<file path="src/design/qrv_pkg.sv">
// qrv_pkg: shared types and fixed-point constants for the quaternion rotation block
`timescale 1ns / 1ps

package qrv_pkg;

   localparam int QUAT_WIDTH  = 16;
   localparam int PROD_WIDTH  = 2 * QUAT_WIDTH;
   localparam int MAT_WIDTH   = PROD_WIDTH + 2;
   localparam int QUAT_FRAC   = 14;
   localparam int ROUND_SHIFT = 2 * QUAT_FRAC;
   localparam int NUM_AXES    = 3;
   localparam int NUM_MAT     = NUM_AXES * NUM_AXES;

   typedef logic signed [QUAT_WIDTH-1:0] quat_comp_type;
   typedef logic signed [PROD_WIDTH-1:0] prod_type;
   typedef logic signed [MAT_WIDTH-1:0]  mat_elem_type;

   typedef struct packed {
      quat_comp_type w;
      quat_comp_type x;
      quat_comp_type y;
      quat_comp_type z;
   } quat_type;

endpackage

</file>
<file path="src/design/qrv_sat.sv">
// qrv_sat: saturation to the output width and the output register
`timescale 1ns / 1ps

module qrv_sat #(
   parameter int DATA_WIDTH = 16
) (
   input  logic                          clock,
   input  logic                          reset,
   input  logic                          in_valid,
   output logic                          in_ready,
   input  logic signed [DATA_WIDTH+qrv_pkg::MAT_WIDTH+1-qrv_pkg::ROUND_SHIFT:0]
                                         rnd [qrv_pkg::NUM_AXES],
   output logic                          out_valid,
   input  logic                          out_ready,
   output logic signed [DATA_WIDTH-1:0]  rot [qrv_pkg::NUM_AXES],
   output logic                          saturated
);
   import qrv_pkg::*;

   localparam int RNDW = DATA_WIDTH + MAT_WIDTH + 2 - ROUND_SHIFT;
   localparam logic [DATA_WIDTH-1:0] MaxVal = {1'b0, {(DATA_WIDTH-1){1'b1}}};
   localparam logic [DATA_WIDTH-1:0] MinVal = {1'b1, {(DATA_WIDTH-1){1'b0}}};

   logic en_e;
   logic ve_ff, ve_in;
   logic signed [DATA_WIDTH-1:0] rot_ff [NUM_AXES];
   logic signed [DATA_WIDTH-1:0] rot_in [NUM_AXES];
   logic                         sat_ff, sat_in;
   logic [NUM_AXES-1:0]          clip;

   assign en_e     = !ve_ff || out_ready;
   assign in_ready = en_e;
   assign ve_in    = en_e ? in_valid : ve_ff;

   always_comb begin
      for (int a = 0; a < NUM_AXES; a++) begin
         clip[a] = !((&rnd[a][RNDW-1:DATA_WIDTH-1]) || !(|rnd[a][RNDW-1:DATA_WIDTH-1]));
         if (clip[a]) begin
            rot_in[a] = rnd[a][RNDW-1] ? MinVal : MaxVal;
         end else begin
            rot_in[a] = rnd[a][DATA_WIDTH-1:0];
         end
      end
      sat_in = |clip;
   end

   always_ff @(posedge clock) begin
      if (reset) begin
         ve_ff <= 1'b0;
      end else begin
         ve_ff <= ve_in;
      end
      if (en_e && in_valid) begin
         rot_ff <= rot_in;
         sat_ff <= sat_in;
      end
   end

   assign out_valid = ve_ff;
   assign rot       = rot_ff;
   assign saturated = sat_ff;

endmodule

</file>
<file path="config.mk">
export PLATFORM = sky130hd
export DESIGN_NAME = qrv_sat
export DESIGN_NICKNAME = d
export VERILOG_FILES = /design/src/design/qrv_pkg.sv /design/src/design/qrv_sat.sv
export SDC_FILE = /design/constraint.sdc
export NUM_CORES = 1
export LEC_CHECK = 0
export ABC_CLOCK_PERIOD_IN_PS = 2380
export BUFFER_PORTS_ARGS = -buffer_cell sky130_fd_sc_hd__buf_4
export CORE_MARGIN = 10
export CORE_UTILIZATION = 41
export CTS_BUF_LIST = sky130_fd_sc_hd__clkbuf_8
export CTS_CLUSTER_DIAMETER = 120
export DETAILED_ROUTE_END_ITERATION = 16
export GPL_TIMING_DRIVEN = 0
export HOLD_SLACK_MARGIN = 0.15
export PLACE_DENSITY = 0.84
export SYNTH_ARGS = -nofsm -noshare
export SYNTH_HDL_FRONTEND = slang
export SYNTH_SLANG_ARGS = --single-unit
</file>
<file path="constraint.sdc">
create_clock -name clock -period 2.38 [get_ports clock]
set_clock_uncertainty 0.05 [all_clocks]
set_input_delay 0.714 -clock clock [delete_from_list [all_inputs] [get_ports clock]]
set_output_delay 0.714 -clock clock [all_outputs]
set_load 0.01 [all_outputs]
</file>
==> results.md, run 1 <==
- Outcome: finished, final reports clean
- P_leak: 1.58 nW
- Max-Cap Viols: 0
- DR iter-0 viols: 55
- Max Fclk: 0.504 GHz
- Layout cell share with drive strength beyond 1: 57.4%
- Fin nets: 347
- Mapped Nets: 214
- Via density: 4.77
- Final ANT Viol Nets: 0
- CTS tree: done
- Maximum number of pins on one net before global-route repair: 50
- Port bufs: 126
- Post-Syn Area per Cell: 15.7 sq um
- Total number of vias: 1632
- Die width: 92.7 um
- Setup Crit Path Kind: in -> reg
- CP startpoint: out_ready
- Hold Path Class: reg -> reg
- Flops & latches, synth: 50
- Post-route setup TNS: 0 ps
- Wire per inst: 16.7 um
- Num CTS Buffers: 5
- Htree depth: 2
- RSZ-0062 raised after global routing: no
- CP arrival: 1850 ps
- Core ar.: 5110 sq um
- Worst endpoint required time: 2240 ps
- Type of destination of the critical path: register
- PD cells: 576 nW/um^2
- Die Ht: 92.7 um
- Final period utilization: 83.4%
- Total Power: 1.91 mW
- Hold-fix buffers, CTS: 0
- Critical-path top delay cell: and2_2
- First-pass GRT wire length: 8630 um
- Initial antenna violation count: 0
- Number of diodes: 0
- IR drop worst, VDD: 0.000324 V
- FP Rows: 26
- Total global-route track usage: 12.5%
- Max Slew Vio Count: 0
- Clk_lat worst skew: 280 ps
- Worst Max-Slew Pin Slew: 1120 ps
- Post-Route WL: 5700 um
- Crit path launch type: primary input
- Vias in the first global route: 1753
- Die area: 8590 sq um
- Postcts setup bufs: 0
- Commonest non-fill, non-tap cell in the layout: buf_4
- Most frequent cells in the layout: 129 x buf_4, 49 x edfxtp_1, 38 x a21o_1
- Clock root buffer: clkbuf_8
- GRT Residual Overflow: 0
- Ports: 127
- Seq/Total Area, Yosys: 68.8%
- Clock Pin Slew Worst Setup and Hold Paths: 90 ps
- Ys Warns: 0
- CP max stage delay: 880 ps
- Crit Path Max Fanout: 49
- WHS: 477 ps
- Sink Count: 50
- Minimum clock period: 1990 ps
- GPL Wtd Cong: 0.725
- Starting Density: 42.4%
- Core Util, Final: 64.8%
- Hold Vio Cnt, Final: 0
- Placed insts: 334
- Worst R2R Start: out_valid
- Slew headroom: 25.6%
- FILL cells: 410
- Cell area after synthesis: 2170 sq um
- Hpwl dp: 4600 um
- Synth Instances: 138
- Fin cells: 342
- Yosys cell types: 23
- Final setup fails: 0
- DRC Markers: 0
- CTS resizes: 0
- Max Buffers Root-to-Sink: 2
- Crit path cell chain: buf_4 -> nand2b_1 -> and2_2
- Synthesis-to-finish area growth: 52.8%
- Hold Path Origin: out_valid
- 1st-pass router iterations: 4
sequential cells by signal (all words and copies together), names as in the netlist:
signal     count
out_valid      1
rot           48
saturated      1
kinds of logic (layout without fill, tap and decap cells):
family / after synthesis / in the layout / synth area share (%)
buffers and inverters: 11 / 145 / 3.81
and+or+nand+nor: 29 / 29 / 9.18
DFF: 50 / 50 / 68.8
AOI/OAI and AO/OA: 48 / 48 / 18.2
cell usage after synthesis (all sizes together):
cell | instances | share of area (%)
nand2 | 3 | 0.52
and2 | 1 | 0.29
inv | 1 | 0.17
nand3 | 7 | 1.8
nor3b | 1 | 0.58
nor2b | 2 | 1.3
a21oi | 1 | 0.23
a21o | 45 | 16
o31ai | 2 | 2.0
edfxtp | 49 | 68
nor2 | 3 | 0.52
nor4 | 3 | 1.6
nand4 | 3 | 0.87
dfxtp | 1 | 0.92
clkbuf | 3 | 0.52
buf | 7 | 3.1
nor3 | 4 | 1.2
nand2b | 2 | 0.58
where the power goes:
group | switching, mW | internal, mW
logic | 0.126 | 0.173
clock network | 0.259 | 0.309
registers | 0.0128 | 1.03
total | 0.398 | 1.51
stage by stage:
| stage | worst slack, ps | area [sq um] |
|---|---|---|
| 3_3_place_gp | 104 | 3200 |
| 4_1_cts | 369 | 3310 |
| 3_5_place_dp | 65.3 | 3200 |
| 5_1_grt | 248 | 3310 |
| 6_report | 395 | 3310 |
| 2_1_floorplan | 348 | 2170 |
critical path, delay by kind of cell:
family / cells / cell delay, ps
AND/OR/NAND/NOR: 2 / 1010
buffers and inverters: 1 / 70
final timing paths:
| path | endpoint | slack [ps] | depth (start not counted) |
|---|---|---|---|
| setup reg to reg | rot[11] | 610 | 2 |
| setup / recovery | rot[11] | 390 | 3 |
| hold reg to reg | out_valid | 480 | 2 |
| hold / removal | out_valid | 480 | 2 |
per-layer routing:
metal | global-route usage, % | wire (um) | vias to the layer above
met4 | 4.37 | 80 | 0
met1 | 11.9 | 2050 | 762
met3 | 5.33 | 527 | 6
met5 | 0 | 0 | -
li1 | - | - | 793
met2 | 23.4 | 3050 | 71
layout make-up:
class / instances / area (sq um) / area share [%]
Buffer: 10 / 78.8 / 2.38
Clock inverter: 3 / 41.3 / 1.25
Tap cell: 70 / 87.6 / 2.64
Timing Repair Buffer: 126 / 946 / 28.6
Inverter: 1 / 3.75 / 0.113
Clock buffer: 5 / 68.8 / 2.08
Multi-Input combinational cell: 77 / 594 / 17.9
Sequential cell: 50 / 1490 / 45.0
No activity file was read; power rests on OpenSTA's default activity.
==> run 2: changes to the inputs <==
ABC_CLOCK_PERIOD_IN_PS = 1850   (was 2380)
CORE_UTILIZATION = 45   (was 41)
PLACE_DENSITY = 0.87   (was 0.84)
clock period = 1.85 ns   (was 2.38 ns; I/O delays follow)
==> results.md, run 2 (synthesized netlist as in run 1, its figures left out) <==
- Number of diodes: 0 (unchanged)
- Placed insts: 318 (-4.8%)
- Max Buffers Root-to-Sink: 2 (unchanged)
- Type of destination of the critical path: register
- Die Ht: 89.4 um (-3.6%)
- Crit Path Max Fanout: 10 (-80%)
- Num CTS Buffers: 5 (unchanged)
- DR iter-0 viols: 78 (+42%)
- Initial antenna violation count: 0 (unchanged)
- Hpwl dp: 4910 um (+6.9%)
- Core ar.: 4690 sq um (-8.1%)
- CP max stage delay: 260 ps (-620 ps)
- CP arrival: 1600 ps (-250 ps)
- FILL cells: 350 (-15%)
- Delay-heaviest family, CP: simple AND/OR/NAND/NOR gates
- 1st-pass router iterations: 4 (unchanged)
- Multi-input logic area: 596 sq um (+0.21%)
- WHS: 349 ps (-128 ps)
- GPL Wtd Cong: 0.797 (+10%)
- GRT Residual Overflow: 0 (unchanged)
- Buf+Inv Stages, Crit Path: 2 (+1)
- Hold-fix buffers, CTS: 0 (unchanged)
- DRC Markers: 0 (unchanged)
- Hold Vio Cnt, Final: 0 (unchanged)
- Layout cell share with drive strength beyond 1: 57.0% (-0.37 points)
- Fin cells: 326 (-4.7%)
- Wire per inst: 18.5 um (+11%)
- Clock root buffer: clkbuf_8
- Critical-path top delay cell: nor4_1
- Final period utilization: 86.3%
- Total number of vias: 1658 (+1.6%)
- Postcts setup bufs: 0 (unchanged)
- Post-Route WL: 6040 um (+6.0%)
- CTS tree: done
- RSZ-0062 raised after global routing: no
- Die width: 89.4 um (-3.6%)
- Max Slew Vio Count: 0 (unchanged)
- Outcome: finished, final reports clean
- Clock Pin Slew Worst Setup and Hold Paths: 90 ps (about the same)
- Final worst setup slack: 253 ps (-142 ps)
- Most frequent cells in the layout: 129 x buf_4, 49 x edfxtp_1, 38 x a21o_1
- Via density: 5.09 (+6.6%)
- Commonest non-fill, non-tap cell in the layout: buf_4
- Clk_lat worst skew: 290 ps (about the same)
- PD cells: 715 nW/um^2 (+24%)
- CTS resizes: 0 (unchanged)
- Crit path launch type: primary input
- Setup Crit Path Kind: in -> reg
- FP Rows: 25 (-3.8%)
- Max Fclk: 0.626 GHz
- Total global-route track usage: 14.8% (+2.3 points)
- Sink Count: 50 (unchanged)
- Max-Cap Viols: 0 (unchanged)
- Starting Density: 46.2% (+3.8 points)
- Htree depth: 2 (unchanged)
- Setup slack at placement: -80.0 ps (-145 ps)
- Fin nets: 347 (unchanged)
- Crit path cell chain: buf_4 -> nor4_1 -> nand3_1 -> o31ai_4 -> buf_4 -> nand3_1
- FF/Latch Area: 1490 sq um (unchanged)
- Max reg flops: 48 (unchanged)
- Worst Max-Slew Pin Slew: 627 ps (-489 ps)
- Maximum number of pins on one net before global-route repair: 50 (unchanged)
- Slew headroom: 58.2% (+33 points)
- Hold Path Class: in -> reg
- Minimum clock period: 1600 ps
- Port bufs: 126 (unchanged)
- Synthesis-to-finish area growth: 50.8%
- First-pass GRT wire length: 9020 um (+4.6%)
- Die area: 7990 sq um (-7.0%)
- Worst endpoint required time: 1850 ps (-390 ps)
- Final ANT Viol Nets: 0 (unchanged)
- Post-route setup TNS: 0 ps (unchanged)
- Vias in the first global route: 1832 (+4.5%)
- Final setup fails: 0 (unchanged)
- P_leak: 1.57 nW (-0.68%)
- Ports: 127 (unchanged)
- IR drop worst, VDD: 0.000349 V (+7.7%)
run 2: cell count changes in the layout (fill, tap and decap cells not counted):
| cell | previous run | this run |
|---|---|---|
| and2_4 | 0 | 1 |
| inv_1 | 2 | 1 |
| clkinv_1 | 0 | 2 |
| clkinvlp_4 | 1 | 0 |
| bufinv_16 | 1 | 0 |
| clkinv_4 | 0 | 1 |
| and2_2 | 1 | 0 |
run 2: power by group:
part / internal, mW / switching [mW] / leakage (nW) / total [mW]
combinational: 0.224 / 0.164 / 1.05 / 0.388
clock: 0.260 / 0.349 / 0.0432 / 0.609
sequential: 1.32 / 0.0180 / 0.480 / 1.34
run 2: routing by layer:
layer  GRT usage (%)  share of wire, %
met1            14.4                36
met2            27.6                52
met3            8.02                12
met4            1.73              0.43
met5               0                 0
run 2: area by class of cell:
| class | instances | share of cell area (%) |
|---|---|---|
| Sequential cell | 50 | 45.6 |
| Timing Repair Buffer | 126 | 28.9 |
| Multi-Input combinational cell | 77 | 18.2 |
| Buffer | 10 | 2.41 |
| Clock buffer | 5 | 2.11 |
| Tap cell | 54 | 2.07 |
| Clock inverter | 3 | 0.498 |
| Inverter | 1 | 0.115 |
run 2: worst register-to-register path, stage by stage (launching register included):
cell and delay [ps]:
dfxtp_1 320, nand2b_1 110, and2_4 560
run 2: path summary, 6_finish.rpt:
kind	start	end	slack [ps]	depth (start not counted)
hold reg to reg	out_valid	out_valid	490	2
setup reg to reg	out_valid	rot[46]	420	2
setup / recovery	rnd[18]	saturated	250	6
hold / removal	reset	out_valid	350	2
run 2: metrics by stage:
stage	area (sq um)	power (mW)	utilization (%)
detailed placement	3180	1.76	67.8
floorplan	2170	1.50	-
finish	3270	2.34	69.7
CTS	3270	2.36	69.7
global route	3270	2.44	69.7
global placement	3180	1.75	67.8
==> run 3: changes to the inputs <==
ABC_AREA = 0   (was default)
ABC_CLOCK_PERIOD_IN_PS = 1500   (was 1850)
clock period = 1.5 ns   (was 1.85 ns; I/O delays follow)
==> results.md, run 3 (synthesized netlist as in run 1, its figures left out) <==
- P_leak: 1.60 nW (+1.7%)
- Num CTS Buffers: 5 (unchanged)
- Total global-route track usage: 15.9% (+1.1 points)
- R2R setup slack: 80 ps (-340 ps)
- Max Fclk: 0.675 GHz
- Max Buffers Root-to-Sink: 2 (unchanged)
- CTS tree: done
- Vias in the first global route: 1829 (-0.16%)
- Post-route cell area: 3360 sq um (+2.8%)
- Final ANT Viol Nets: 0 (unchanged)
- Ports: 127 (unchanged)
- Initial antenna violation count: 0 (unchanged)
- Placement Cell Area: 3230 sq um (+1.3%)
- Die area: 7990 sq um (unchanged)
- Core ar.: 4690 sq um (unchanged)
- Crit Path Max Fanout: 5 (-5)
- Starting Density: 46.2% (unchanged)
- Crit path launch type: primary input
- First-pass GRT wire length: 9550 um (+5.9%)
- Core Util, Final: 71.6% (+1.9 points)
- Via density: 5.18 (+1.9%)
- IR drop worst, VDD: 0.000591 V (+69%)
- Outcome: finished, final reports clean
- Max Slew Vio Count: 0 (unchanged)
- GPL Wtd Cong: 0.817 (+2.5%)
- Clock root buffer: clkbuf_8
- Hold Path Class: in -> reg
- Worst endpoint required time: 1500 ps (-350 ps)
- PD cells: 876 nW/um^2 (+23%)
- Type of destination of the critical path: register
- Hpwl dp: 5100 um (+3.7%)
- Layout cell share with drive strength beyond 1: 59.9% (+2.9 points)
- Commonest non-fill, non-tap cell in the layout: buf_4
- FILL cells: 336 (-4.0%)
- Fin nets: 349 (+0.58%)
- Post-Route WL: 6700 um (+11%)
- Hold-fix buffers, CTS: 0 (unchanged)
- Clock Pin Slew Worst Setup and Hold Paths: 90 ps (about the same)
- Max-Cap Viols: 0 (unchanged)
- Wire per inst: 20.4 um (+10%)
- Number of diodes: 0 (unchanged)
- Minimum clock period: 1480 ps
- GRT Residual Overflow: 0 (unchanged)
- DR iter-0 viols: 122 (+56%)
- Setup Crit Path Kind: in -> reg
- Hold Path Cell Cnt: 2 (unchanged)
- Port bufs: 126 (unchanged)
- Worst Max-Slew Pin Slew: 643 ps (+16.1 ps)
- Sink Count: 50 (unchanged)
- Synthesis-to-finish area growth: 55.0%
- DRC Markers: 0 (unchanged)
- Most frequent cells in the layout: 125 x buf_4, 49 x edfxtp_1, 38 x a21o_1
- CP arrival: 1480 ps (-120 ps)
- FF-to-FF path depth: 2 (unchanged)
- Htree depth: 2 (unchanged)
- Total number of vias: 1700 (+2.5%)
- Max reg flops: 48 (unchanged)
- FP Rows: 25 (unchanged)
- Clk_lat worst skew: 290 ps (about the same)
- Die Ht: 89.4 um (unchanged)
- Maximum number of pins on one net before global-route repair: 50 (unchanged)
- Slew headroom: 57.1% (-1.1 points)
- Die width: 89.4 um (unchanged)
- Final period utilization: 98.7%
- Hold Vio Cnt, Final: 0 (unchanged)
- Final setup fails: 0 (unchanged)
- 1st-pass router iterations: 4 (unchanged)
[run 3: worst paths after layout]
kind | startpoint | to
max | rnd[23] | rot[8]
min | reset | out_valid
max reg2reg | out_valid | rot[43]
min reg2reg | out_valid | out_valid
[run 3: repair_timing]
| action | CTS | global route |
|---|---|---|
| gates cloned | 1 | 0 |
| hold endpoints to repair | 0 | 0 |
| pin swaps | 2 | 1 |
| setup endpoints to repair | 4 | 23 |
| gates resized for setup | 2 | 3 |
| buffers inserted | 1 | 0 |
[run 3: layout make-up]
cell class | count | area, sq um | area share, %
sequential | 50 | 1490 | 44.4
timing repair buffer | 128 | 966 | 28.8
multi-input combinational | 77 | 649 | 19.3
buffer | 10 | 90.1 | 2.68
clock buffer | 5 | 68.8 | 2.05
tap | 54 | 67.6 | 2.01
clock inverter | 3 | 21.3 | 0.633
inverter | 1 | 3.75 | 0.112
[run 3: power breakdown]
group          internal [mW]  leakage [nW]  switching (mW)  total (mW)
registers               1.63         0.480          0.0253        1.66
clock network          0.329        0.0441           0.455       0.784
logic                  0.285          1.07           0.217       0.503
[run 3: worst max-delay path: stages]
cell,delay [ps]
buf_4,130
nor3_1,250
nand3_2,160
nor2b_4,170
buf_6,120
a21o_1,180
[run 3: through the flow]
step | TNS (ps) | hold WS, ps | total power [mW] | instances | setup WS (ps)
4_1_cts | 0 | 240 | 2.95 | 328 | 8.04
3_3_place_gp | -15860 | 442 | 2.16 | 318 | -274
5_1_grt | -138 | 245 | 3.06 | 328 | -29.8
6_report | 0 | 242 | 2.94 | 328 | 19.0
2_1_floorplan | -1900 | 469 | 1.85 | 138 | -84.1
3_5_place_dp | -17710 | 454 | 2.18 | 318 | -324
[run 3: per-layer routing]
metal / up-vias / wire [um] / GRT usage (%)
met3: 8 / 555 / 4.65
met1: 808 / 2440 / 15.6
met5: - / 0 / 0
met2: 85 / 3600 / 30.6
met4: 0 / 114 / 5.49
li1: 799 / - / -
